<file path="src/hw/rtl/vfs_pkg.sv">
// vfs_pkg: shared types and constants of the video frame selector
// no dependencies; used by every module of the block
`timescale 1ns / 1ps
`default_nettype none

package vfs_pkg;

	localparam int LEAD_W = 20;
	localparam int CNT_OUT_W = 9;
	localparam int IDX_OUT_W = 8;
	localparam int LATE_W = 63;

	localparam logic [LEAD_W-1:0] LEAD_LIMIT = LEAD_W'(1000000);
	localparam logic [63:0] I64_MAX = 64'h7FFF_FFFF_FFFF_FFFF;

	typedef enum logic [1:0] {
		ST_OK           = 2'd0,
		ST_BAD_CONFIG   = 2'd1,
		ST_BAD_TIMELINE = 2'd2
	} status_t;

	// one frame beat after the input register, with the batch values precomputed
	typedef struct packed {
		logic [63:0] media_clock;
		logic [63:0] wanted_gen;
		logic [63:0] frame_gen;
		logic [63:0] pts;
		logic        dur_neg;
		logic        no_frame;
		logic        last;
		logic [63:0] deadline;
		logic        cfg_bad;
	} item_t;

	typedef struct packed {
		status_t              status;
		logic [CNT_OUT_W-1:0] taken_count;
		logic                 has_present;
		logic [IDX_OUT_W-1:0] shown_index;
		logic [CNT_OUT_W-1:0] dropped_count;
		logic [CNT_OUT_W-1:0] stale_count;
		logic [LATE_W-1:0]    lateness_us;
	} result_t;

endpackage

`default_nettype wire

</file>
<file path="src/hw/rtl/vfs_ingress.sv">
// vfs_ingress: input register of the frame selector with deadline precompute
// depends on vfs_pkg
`timescale 1ns / 1ps
`default_nettype none

module vfs_ingress (
	input  wire logic                       clk,
	input  wire logic                       arst_n,
	input  wire logic                       in_valid,
	output logic                            in_ready,
	input  wire logic [63:0]                clock_now_us,
	input  wire logic [63:0]                wanted_generation,
	input  wire logic [63:0]                frame_generation,
	input  wire logic [63:0]                frame_pts_us,
	input  wire logic [63:0]                frame_duration_us,
	input  wire logic                       no_frame,
	input  wire logic                       last,
	input  wire logic [vfs_pkg::LEAD_W-1:0] lead_q,
	input  wire logic                       take,
	output logic                            valid_s1,
	output vfs_pkg::item_t                  item_s1
);

	logic [63:0]    sum;
	vfs_pkg::item_t item_d;

	assign in_ready = !valid_s1 || take;

	always_comb begin
		sum = clock_now_us + 64'(lead_q);
		item_d.media_clock = clock_now_us;
		item_d.wanted_gen  = wanted_generation;
		item_d.frame_gen   = frame_generation;
		item_d.pts         = frame_pts_us;
		item_d.dur_neg     = frame_duration_us[63];
		item_d.no_frame    = no_frame;
		item_d.last        = last;
		// clock is non-negative whenever this is used, so overflow shows in the sign bit
		item_d.deadline    = sum[63] ? vfs_pkg::I64_MAX : sum;
		item_d.cfg_bad     = (wanted_generation == 64'd0) || clock_now_us[63] ||
			(lead_q > vfs_pkg::LEAD_LIMIT);
	end

	always_ff @(posedge clk or negedge arst_n) begin
		if (!arst_n) begin
			valid_s1 <= 1'b0;
		end else if (in_ready) begin
			valid_s1 <= in_valid;
		end
	end

	always_ff @(posedge clk) begin
		if (in_valid && in_ready) begin
			item_s1 <= item_d;
		end
	end

endmodule

`default_nettype wire

</file>
<file path="src/hw/rtl/vfs_scan.sv">
// vfs_scan: batch scan state and result register of the frame selector
// depends on vfs_pkg; fed by vfs_ingress
`timescale 1ns / 1ps
`default_nettype none

module vfs_scan #(
	parameter int MAX_FRAMES = 256
) (
	input  wire logic            clk,
	input  wire logic            arst_n,
	input  wire logic            valid_s1,
	input  wire vfs_pkg::item_t  item_s1,
	output logic                 take,
	output logic                 res_valid_s2,
	input  wire logic            res_ready,
	output vfs_pkg::result_t     res_s2
);

	localparam int CNT_W = $clog2(MAX_FRAMES + 1);
	localparam int SLOT_W = (MAX_FRAMES > 1) ? $clog2(MAX_FRAMES) : 1;
	localparam int DROP_W = CNT_W + 1;

	logic              in_batch_q;
	logic [63:0]       clock_q;
	logic [63:0]       gen_q;
	logic [63:0]       deadline_q;
	logic              cfg_bad_q;
	logic              tl_bad_q;
	logic              stopped_q;
	logic              have_prior_q;
	logic [63:0]       prior_q;
	logic [CNT_W-1:0]  pos_q;
	logic [CNT_W-1:0]  stale_q;
	logic [CNT_W-1:0]  elig_q;
	logic              chosen_q;
	logic [SLOT_W-1:0] slot_q;
	logic [63:0]       chosen_pts_q;

	logic [63:0]       clock_e;
	logic [63:0]       gen_e;
	logic [63:0]       deadline_e;
	logic              cfg_bad_e;
	logic              tl_bad_d;
	logic              stopped_d;
	logic              have_prior_d;
	logic [63:0]       prior_d;
	logic [CNT_W-1:0]  pos_d;
	logic [CNT_W-1:0]  stale_d;
	logic [CNT_W-1:0]  elig_d;
	logic              chosen_d;
	logic [SLOT_W-1:0] slot_d;
	logic [63:0]       chosen_pts_d;
	logic              frame_live;
	logic [63:0]       late_diff;
	logic [DROP_W-1:0] dropped;
	vfs_pkg::result_t  res_d;

	assign take = valid_s1 && (!item_s1.last || !res_valid_s2 || res_ready);

	always_comb begin
		clock_e    = in_batch_q ? clock_q : item_s1.media_clock;
		gen_e      = in_batch_q ? gen_q : item_s1.wanted_gen;
		deadline_e = in_batch_q ? deadline_q : item_s1.deadline;
		cfg_bad_e  = in_batch_q ? cfg_bad_q : item_s1.cfg_bad;

		tl_bad_d     = tl_bad_q;
		stopped_d    = stopped_q;
		have_prior_d = have_prior_q;
		prior_d      = prior_q;
		pos_d        = pos_q;
		stale_d      = stale_q;
		elig_d       = elig_q;
		chosen_d     = chosen_q;
		slot_d       = slot_q;
		chosen_pts_d = chosen_pts_q;

		frame_live = !item_s1.no_frame && !cfg_bad_e && !tl_bad_q && !stopped_q &&
			(pos_q != CNT_W'(MAX_FRAMES));
		if (frame_live) begin
			pos_d = pos_q + CNT_W'(1);
			if (item_s1.frame_gen != gen_e) begin
				stale_d = stale_q + CNT_W'(1);
			end else if (item_s1.pts[63] || item_s1.dur_neg ||
				(have_prior_q && (item_s1.pts < prior_q))) begin
				tl_bad_d = 1'b1;
			end else begin
				have_prior_d = 1'b1;
				prior_d      = item_s1.pts;
				if (item_s1.pts > deadline_e) begin
					stopped_d = 1'b1;
				end else begin
					elig_d       = elig_q + CNT_W'(1);
					chosen_d     = 1'b1;
					slot_d       = pos_q[SLOT_W-1:0];
					chosen_pts_d = item_s1.pts;
				end
			end
		end

		// both operands are non-negative, so a set sign bit means pts is later
		late_diff = clock_e - chosen_pts_d;
		dropped   = DROP_W'(stale_d) +
			((elig_d > CNT_W'(1)) ? DROP_W'(elig_d - CNT_W'(1)) : DROP_W'(0));

		res_d = '0;
		if (cfg_bad_e) begin
			res_d.status = vfs_pkg::ST_BAD_CONFIG;
		end else if (tl_bad_d) begin
			res_d.status = vfs_pkg::ST_BAD_TIMELINE;
		end else begin
			res_d.status        = vfs_pkg::ST_OK;
			res_d.taken_count   = vfs_pkg::CNT_OUT_W'(DROP_W'(stale_d) + DROP_W'(elig_d));
			res_d.has_present   = chosen_d;
			res_d.shown_index   = chosen_d ? vfs_pkg::IDX_OUT_W'(slot_d) :
				vfs_pkg::IDX_OUT_W'(0);
			res_d.dropped_count = vfs_pkg::CNT_OUT_W'(dropped);
			res_d.stale_count   = vfs_pkg::CNT_OUT_W'(stale_d);
			res_d.lateness_us   = (chosen_d && !late_diff[63]) ?
				late_diff[vfs_pkg::LATE_W-1:0] : vfs_pkg::LATE_W'(0);
		end
	end

	always_ff @(posedge clk or negedge arst_n) begin
		if (!arst_n) begin
			in_batch_q   <= 1'b0;
			clock_q      <= '0;
			gen_q        <= '0;
			deadline_q   <= '0;
			cfg_bad_q    <= 1'b0;
			tl_bad_q     <= 1'b0;
			stopped_q    <= 1'b0;
			have_prior_q <= 1'b0;
			prior_q      <= '0;
			pos_q        <= '0;
			stale_q      <= '0;
			elig_q       <= '0;
			chosen_q     <= 1'b0;
			slot_q       <= '0;
			chosen_pts_q <= '0;
		end else if (take) begin
			if (item_s1.last) begin
				in_batch_q   <= 1'b0;
				clock_q      <= '0;
				gen_q        <= '0;
				deadline_q   <= '0;
				cfg_bad_q    <= 1'b0;
				tl_bad_q     <= 1'b0;
				stopped_q    <= 1'b0;
				have_prior_q <= 1'b0;
				prior_q      <= '0;
				pos_q        <= '0;
				stale_q      <= '0;
				elig_q       <= '0;
				chosen_q     <= 1'b0;
				slot_q       <= '0;
				chosen_pts_q <= '0;
			end else begin
				in_batch_q   <= 1'b1;
				clock_q      <= clock_e;
				gen_q        <= gen_e;
				deadline_q   <= deadline_e;
				cfg_bad_q    <= cfg_bad_e;
				tl_bad_q     <= tl_bad_d;
				stopped_q    <= stopped_d;
				have_prior_q <= have_prior_d;
				prior_q      <= prior_d;
				pos_q        <= pos_d;
				stale_q      <= stale_d;
				elig_q       <= elig_d;
				chosen_q     <= chosen_d;
				slot_q       <= slot_d;
				chosen_pts_q <= chosen_pts_d;
			end
		end
	end

	always_ff @(posedge clk or negedge arst_n) begin
		if (!arst_n) begin
			res_valid_s2 <= 1'b0;
		end else if (take && item_s1.last) begin
			res_valid_s2 <= 1'b1;
		end else if (res_ready) begin
			res_valid_s2 <= 1'b0;
		end
	end

	always_ff @(posedge clk) begin
		if (take && item_s1.last) begin
			res_s2 <= res_d;
		end
	end

endmodule

`default_nettype wire

</file>
<file path="src/hw/rtl/video_frame_selector_core.sv">
// video_frame_selector_core: one input register, scan logic, one result register
// result: registered when the scan logic takes the last frame beat of a batch
// throughput: one frame beat per cycle, held only while a finished result is not taken
// reset: arst_n clears the lead register, the batch state and both valid flags
// depends on vfs_pkg, vfs_ingress and vfs_scan
`timescale 1ns / 1ps
`default_nettype none

module video_frame_selector_core #(
	parameter int MAX_FRAMES = 256
) (
	input  wire logic                          clk,
	input  wire logic                          arst_n,
	input  wire logic                          cfg_wr_en,
	input  wire logic [vfs_pkg::LEAD_W-1:0]    cfg_wr_data,
	input  wire logic                          in_valid,
	output logic                               in_ready,
	input  wire logic [63:0]                   clock_now_us,
	input  wire logic [63:0]                   wanted_generation,
	input  wire logic [63:0]                   frame_generation,
	input  wire logic [63:0]                   frame_pts_us,
	input  wire logic [63:0]                   frame_duration_us,
	input  wire logic                          no_frame,
	input  wire logic                          last,
	output logic                               out_valid,
	input  wire logic                          out_ready,
	output logic [1:0]                         status,
	output logic [vfs_pkg::CNT_OUT_W-1:0]      taken_count,
	output logic                               has_present,
	output logic [vfs_pkg::IDX_OUT_W-1:0]      shown_index,
	output logic [vfs_pkg::CNT_OUT_W-1:0]      dropped_count,
	output logic [vfs_pkg::CNT_OUT_W-1:0]      stale_count,
	output logic [vfs_pkg::LATE_W-1:0]         lateness_us
);

	logic [vfs_pkg::LEAD_W-1:0] lead_q;
	logic                       valid_s1;
	logic                       take;
	vfs_pkg::item_t             item_s1;
	vfs_pkg::result_t           res_s2;

	always_ff @(posedge clk or negedge arst_n) begin
		if (!arst_n) begin
			lead_q <= '0;
		end else if (cfg_wr_en) begin
			lead_q <= cfg_wr_data;
		end
	end

	vfs_ingress u_ingress (
		.clk               (clk),
		.arst_n            (arst_n),
		.in_valid          (in_valid),
		.in_ready          (in_ready),
		.clock_now_us      (clock_now_us),
		.wanted_generation (wanted_generation),
		.frame_generation  (frame_generation),
		.frame_pts_us      (frame_pts_us),
		.frame_duration_us (frame_duration_us),
		.no_frame          (no_frame),
		.last              (last),
		.lead_q            (lead_q),
		.take              (take),
		.valid_s1          (valid_s1),
		.item_s1           (item_s1)
	);

	vfs_scan #(
		.MAX_FRAMES (MAX_FRAMES)
	) u_scan (
		.clk          (clk),
		.arst_n       (arst_n),
		.valid_s1     (valid_s1),
		.item_s1      (item_s1),
		.take         (take),
		.res_valid_s2 (out_valid),
		.res_ready    (out_ready),
		.res_s2       (res_s2)
	);

	assign status        = res_s2.status;
	assign taken_count   = res_s2.taken_count;
	assign has_present   = res_s2.has_present;
	assign shown_index   = res_s2.shown_index;
	assign dropped_count = res_s2.dropped_count;
	assign stale_count   = res_s2.stale_count;
	assign lateness_us   = res_s2.lateness_us;

endmodule

`default_nettype wire

</file>
<file path="config.mk">
export PLATFORM = sky130hd
export DESIGN_NAME = video_frame_selector_core
export DESIGN_NICKNAME = d
export VERILOG_FILES = /design/src/hw/rtl/vfs_pkg.sv /design/src/hw/rtl/vfs_ingress.sv /design/src/hw/rtl/vfs_scan.sv /design/src/hw/rtl/video_frame_selector_core.sv
export SDC_FILE = /design/constraint.sdc
export NUM_CORES = 2
export LEC_CHECK = 0
export ABC_CLOCK_PERIOD_IN_PS = 9500
export BUFFER_PORTS_ARGS = -buffer_cell sky130_fd_sc_hd__buf_4
export CAP_MARGIN = 10
export CORE_MARGIN = 5
export CORE_UTILIZATION = 54
export CTS_CLUSTER_SIZE = 12
export DETAILED_ROUTE_END_ITERATION = 8
export PLACE_DENSITY = 0.75
export SYNTH_ARGS = -nofsm -noshare
export SYNTH_HDL_FRONTEND = slang
export SYNTH_SLANG_ARGS = --single-unit
</file>
<file path="constraint.sdc">
create_clock -name clk -period 9.5 [get_ports clk]
set_clock_uncertainty 0.05 [all_clocks]
set_input_delay 0 -clock clk [delete_from_list [all_inputs] [get_ports clk]]
set_output_delay 0 -clock clk [all_outputs]
set_load 0.02 [all_outputs]
</file>
== Word-level counts from Yosys, hierarchy flattened ==
Index checks and enable logic that the tools add are counted.

* Input port bits: 347
* Word-level logic and storage cells: 142
* Output and inout port bits: 103
* Register bits after elaboration: 808

* Muxes and demuxes: 55
* Reductions and logical operators: 34
* Equal/unequal tests: 4
* Bitwise logic cells: 2
* Order comparisons: 4
* Add/sub/neg operators: 8

{| class="wikitable"
|+ Operators by type and width
! kind !! number
|-
| $mux W64 || 15
|-
| $mux W9 || 11
|-
| $add A64 B20 Y64 || 1
|-
| $gt A64 B64 Y1 || 1
|-
| $logic_not A64 Y1 || 1
|-
| $lt A64 B64 Y1 || 1
|-
| $ne A64 B64 Y1 || 1
|-
| $sub A64 B64 Y64 || 1
|-
| $mux W8 || 5
|-
| $add A9 B1 Y9 const B || 3
|-
| $mux W1 || 23
|-
| $gt A20 B20 Y1 const B || 1
|-
| $add A9 B9 Y9 || 2
|-
| $gt A9 B1 Y1 const B || 1
|-
| $logic_and A1 B1 Y1 || 9
|-
| $ne A9 B9 Y1 const B || 1
|-
| $sub A9 B1 Y9 const B || 1
|-
| $logic_not A1 Y1 || 8
|-
| $logic_or A1 B1 Y1 || 7
|-
| $reduce_bool A2 Y1 || 3
|-
| $reduce_or A3 Y1 || 2
|-
| $reduce_and A5 Y1 || 1
|-
| $ne A2 B2 Y1 const B || 2
|-
| $reduce_and A4 Y1 || 1
|-
| other kinds (4) || 5
|}

== Depth between registers and ports, before layout ==
* Word-level depth: 12
* Gate-level depth with buffers: 36
* Mapped depth without buffers: 25

== Hierarchy ==
A second synthesis with hierarchy kept.

* Cell total of the unflattened synthesis: 3662
* Area, all modules: 41881.4 µm²

{| class="wikitable"
|+ By module, submodules not included
! module !! cells each !! area an instance (µm²) !! instances !! sequential area each (µm²)
|-
| vfs_scan || 2856 || 28594.9 || 1 || 12091.6
|-
| vfs_ingress || 764 || 12463.2 || 1 || 9724.3
|-
| video_frame_selector_core || 42 || 823.3 || 1 || 500.5
|}

== Worst setup path before layout ==
Ideal clock, no wire load.

* Kind: register to register
* From: register u_ingress.item_s1[65] (netlist name)
* To: register u_ingress.item_s1[0] (netlist name)
* Data required time: 8726 ps
* Setup slack: 382 ps
* Library setup time: 724 ps
* Stages on the path, launching flop included: 5
* Period minus slack after synthesis: 9118 ps
* Buffers on the path: 2
* Arrival: 8344 ps
* Path through: edfxtp_1 > clkbuf_1 > clkbuf_1 > nand4b_1 > and2_1

* Longest elaborated chain between the ends: 6

{| class="wikitable"
|+ Ends and longest elaborated chain
! element !! line !! text
|-
| $logic_not A1 Y1 || vfs_scan.sv:58 || <nowiki>assign take = valid_s1 && (!item_s1.last || !res_valid_s2 || res_ready);</nowiki>
|-
| $logic_or A1 B1 Y1 (2 in a row) || vfs_scan.sv:58 ||
|-
| $logic_and A1 B1 Y1 || vfs_scan.sv:58 ||
|-
| $logic_or A1 B1 Y1 || vfs_ingress.sv:27 || <nowiki>assign in_ready = !valid_s1 || take;</nowiki>
|-
| named net in_ready || video_frame_selector_core.sv:17 || <nowiki>output logic in_ready,</nowiki>
|-
| $logic_and A1 B1 Y1 || vfs_ingress.sv:53 || <nowiki>if (in_valid && in_ready) begin</nowiki>
|}

The timed path passes the listed nets, and every way through them passes these cells.
A chain may end at the register's enable or synchronous reset.

== Worst setup path in the final report ==
* From: register u_scan.in_batch_q
* To: register u_scan.res_s2[41] (netlist name)

* Longest elaborated chain between the ends: 12
* Elaborated cells between the ends (all ways): 26
* Those cells by class: add/sub (1); order compare (1); eq/ne (1); mux (14); bitwise (1); reduce/logical (8)

{| class="wikitable"
|+ Ends and longest elaborated chain
! element !! line !! text
|-
| from (decl) || vfs_scan.sv:23 || <nowiki>logic in_batch_q;</nowiki>
|-
| from (signal assigned) || vfs_scan.sv:125 || <nowiki>in_batch_q <= 1'b0;</nowiki>
|-
| from (signal assigned) || vfs_scan.sv:142 || <nowiki>in_batch_q <= 1'b0;</nowiki>
|-
| from (signal assigned) || vfs_scan.sv:158 || <nowiki>in_batch_q <= 1'b1;</nowiki>
|-
| branches (longest 12 deep; another with $gt A64 B64 Y1) || - ||
|}

Several ways; the timed one is not identified.

==> PnR_summary.wiki <==
{| class="wikitable"
! Metric !! Value
|-
| Detailed-route via count || about 33000
|-
| Clock edge transition at the registers on the reported setup and hold paths || approximately 0.07 ns
|-
| Maximum net fanout on the critical path || 40
|-
| Clk root buf || sky130_fd_sc_hd__clkbuf_16
|-
| Vert. Die Dim || 286 microns
|-
| DRT antenna net count || 0
|-
| Max Buffers Root-to-Sink || 3
|-
| Fraction of the core area covered by cells at the end of the flow || between 60 and 70%
|-
| Cell Pwr Density || 190 nW/um^2
|-
| Share of final-layout standard cells stronger than drive strength 1 || roughly 16%
|-
| Static leakage power || 22.8 nW
|-
| Drt pass-1 iters || 7
|-
| Worst Setup Slack, final || about 0.47 ns
|-
| Sum of negative setup slack || 0 ns
|-
| Synth async-reset ratio || between 40% and 50%
|-
| Routability congestion estimate || 0.931
|-
| Pin count of the biggest net entering global routing || roughly 110
|-
| Buffers added on ports || around 390
|-
| Setup repair after global routing missed its margin || no
|-
| Primary FF master, synth || sky130_fd_sc_hd__edfxtp_1
|-
| Final Hold Viols || 0
|-
| Area occupied by registers || roughly 22000 sq um
|-
| Area after detailed placement || 45200 sq um
|-
| Wirelength, routed || roughly 130000 microns
|-
| Number of failing setup endpoints in the final timing report || 0
|-
| Peak VDD IR || approximately 0.00017 V
|-
| Max stage delay cell, worst path || sky130_fd_sc_hd__o31ai_2
|-
| Required time reported for the critical path endpoint || ~10 ns
|-
| Smallest hold slack || 0.00195 ns
|-
| Status || complete, no violations
|-
| Crit end category || register
|-
| Leading cell types by count after synthesis || 424 x sky130_fd_sc_hd__edfxtp_1, 421 x sky130_fd_sc_hd__nand2_1, 383 x sky130_fd_sc_hd__dfrtp_1
|-
| #FFs+latches synth || a little over 800
|-
| Hold Crit Class || input port to register
|-
| Global-route usage over all layers || approximately 31%
|-
| Highest Clock Rate || 111 MHz
|-
| Initial Utilization || 54.3%
|-
| Portion of the post-synthesis area used by sequential elements || between 50 and 60%
|-
| Arrival time of the worst setup path || around 9.5 ns
|-
| TritonCTS clock tree || built
|-
| CTS sink cnt || roughly 810
|-
| Inserted Clock Buffers || between 80 and 90
|-
| Number of max-slew violations in the final report || 0
|-
| Post-synth top area cell || sky130_fd_sc_hd__edfxtp_1
|-
| Number of nets produced by synthesis || approximately 4200
|-
| Area growth syn-to-layout || 27.2%
|-
| Final Power || a little under 10 mW
|-
| Slack of the worst reg-to-reg path || around 0.47 ns
|-
| Synthesized netlist cell count || ~3600
|-
| Number of warnings reported in the yosys synthesis log || 0
|-
| Non-Filler Instances || 5442
|-
| WS Path Type || register to register
|-
| Dominant cell by count in the synthesized netlist || sky130_fd_sc_hd__edfxtp_1
|-
| 1st-iter DRT viols || ~3400
|-
| Post-DP HPWL || approximately 80000 microns
|-
| Core area || between 70000 and 80000 sq um
|-
| Non-Filler Cell Area, Final || between 50000 and 60000 sq um
|-
| Final cycle utilization of the critical path || between 90% and 100%
|-
| EDFF count, synth || roughly 420
|-
| Insertion delay of the later-clocked pin in the worst-skew pair || just under 0.7 ns
|-
| Headroom to the max-slew limit || about a fifth
|-
| First-pass GRT wire length || between 150000 and 200000 microns
|-
| Per-cell via count in the routed design || between 6 and 7
|-
| Vias in the first global route || 33500
|-
| Standard-cell row count || between 100 and 150
|-
| Delay contributed by the slowest stage of the critical path || roughly 1.0 ns
|-
| Top-area cell type share of the netlist area || between 30% and 40%
|-
| Footprint of the multi-input gates || between 15000 and 20000 sq um
|-
| Place WS || 0.641 ns
|-
| Dominant cells by area after synthesis || sky130_fd_sc_hd__edfxtp_1 31%, sky130_fd_sc_hd__dfrtp_1 23%, sky130_fd_sc_hd__ha_1 7.1%
|-
| Average wire per standard cell || roughly 24 microns
|-
| Type of origin of the critical path || register
|-
| Post-layout nets || a little under 5000
|-
| Mean Syn Cell Area || ~11 sq um
|-
| Filler cell count || 5077
|-
| Number of top-level pins || 450
|-
| Post-layout min period || ~9.0 ns
|-
| DP Cell Count || approximately 5000
|-
| Post-synthesis instance area || just over 40000 sq um
|-
| Die ar. || between 80000 and 90000 sq um
|-
| Initial antenna violation count || 12
|-
| Synth cell types || 79
|-
| Remaining design rule violation count || 0
|-
| Max-capacitance violation count || 0
|-
| H-tree depth reported by CTS || 3
|-
| Overflow after GRT || 0
|-
| Die X-Extent || roughly 290 microns
|-
| Worst-Margin Slew || between 1 and 1.5 ns
|}
[placed cells by master, fill, tap and decap left out, types with 17 or more instances in the layout]
cell                            instances
sky130_fd_sc_hd__a31oi_1               19
sky130_fd_sc_hd__mux2_2                85
sky130_fd_sc_hd__inv_1                138
sky130_fd_sc_hd__buf_4                439
sky130_fd_sc_hd__o21ai_0              175
sky130_fd_sc_hd__edfxtp_1             424
sky130_fd_sc_hd__xnor2_1              136
sky130_fd_sc_hd__nor2b_1               23
sky130_fd_sc_hd__clkbuf_16             92
sky130_fd_sc_hd__a32o_1                58
sky130_fd_sc_hd__dlygate4sd3_1        406
sky130_fd_sc_hd__and3_1                31
sky130_fd_sc_hd__a21o_1                64
sky130_fd_sc_hd__xor2_1                69
sky130_fd_sc_hd__nand3_1              132
sky130_fd_sc_hd__a211oi_1              20
sky130_fd_sc_hd__nor2_1               170
sky130_fd_sc_hd__dfrtp_1              381
sky130_fd_sc_hd__a21oi_1              160
sky130_fd_sc_hd__a22o_1                68
sky130_fd_sc_hd__nand2_1              419
sky130_fd_sc_hd__o21bai_1              17
sky130_fd_sc_hd__nor4_1                39
sky130_fd_sc_hd__ha_1                 232
sky130_fd_sc_hd__mux2i_1              195
sky130_fd_sc_hd__clkbuf_1              30
sky130_fd_sc_hd__o31ai_1               83
sky130_fd_sc_hd__nand4_1               57
sky130_fd_sc_hd__nor3_1                31
[report_power, final]
part           total (mW)  leakage, nW  internal (mW)  switching (mW)
Combinational        2.22         12.0          0.938            1.28
Clock                3.60         1.47           2.06            1.55
Sequential           4.11         9.34           3.95           0.162
[final cells by class]
cell class | instances | area share (%)
multi-input cells | 2484 | 33.8
flip-flops and latches | 807 | 42.7
clock inverters | 31 | 0.787
well taps | 978 | 2.34
clock buffers | 136 | 4.98
diodes | 12 | 0.0574
inverters | 140 | 1.00
repair buffers | 854 | 14.4
[critical path, delay by kind of cell (launching register included)]
family          cells  cell delay [ns]
mux                 2             0.54
fa+ha+maj           2             0.67
buf+inv             3             0.56
flops               1             0.62
simple gates        8             2.88
compound gates     10             3.47
[kinds of logic after synthesis]
family	Yosys count	share of synthesized area, %
buffers and inverters	322	3.03
AO/OA/AOI/OAI	763	12.6
AND/OR/NAND/NOR	998	11.4
XOR/XNOR	207	4.43
multiplexers	280	7.07
adder cells (fa/ha/maj)	236	7.25
flip-flops	807	54.3
[registers in the layout, summed over array words and instances (netlist names)]
register,count
u_scan.res_valid_s2,1
u_scan.tl_bad_q,1
u_scan.stale_q,9
u_scan.prior_q,64
u_scan.slot_q,8
u_scan.elig_q,9
u_scan.have_prior_q,1
u_scan.gen_q,64
u_ingress.valid_s1,1
u_scan.chosen_q,1
u_scan.in_batch_q,1
u_scan.res_s2,101
u_scan.clock_q,64
u_scan.chosen_pts_q,64
u_scan.pos_q,9
lead_q,20
u_scan.deadline_q,64
u_scan.stopped_q,1
u_scan.cfg_bad_q,1
u_ingress.item_s1,323
[path summary, 6_finish.rpt]
check,startpoint,end,cells past startpoint
min in group asynchronous,arst_n,u_scan.prior_q[36],4
worst max register to register,u_scan.in_batch_q,u_scan.res_s2[41],25
worst min register to register,u_scan.clock_q[51],u_scan.clock_q[51],2
worst max-delay path,u_scan.in_batch_q,u_scan.res_s2[41],25
worst min-delay path,frame_generation[38],u_ingress.item_s1[170],2
max in group asynchronous,arst_n,u_scan.prior_q[14],5
[routing by layer]
layer | track usage (%) | routed length, microns | vias up | part of all wire [%]
met4 | 14.5 | 7050 | 2 | 5.4
met2 | 51.4 | 62900 | 1707 | 48
li1 | - | - | 14800 | -
met5 | 0 | 18 | - | 0.014
met1 | 39.7 | 51100 | 16300 | 39
met3 | 5.67 | 9480 | 451 | 7.3
[timing repair]
action / CTS / global route
buffers inserted: 0 / 0
endpoints found under the hold margin: 472 / 2
resized for setup: 0 / 0
hold buffers: 405 / 2
(Power assumes the default switching activity.)
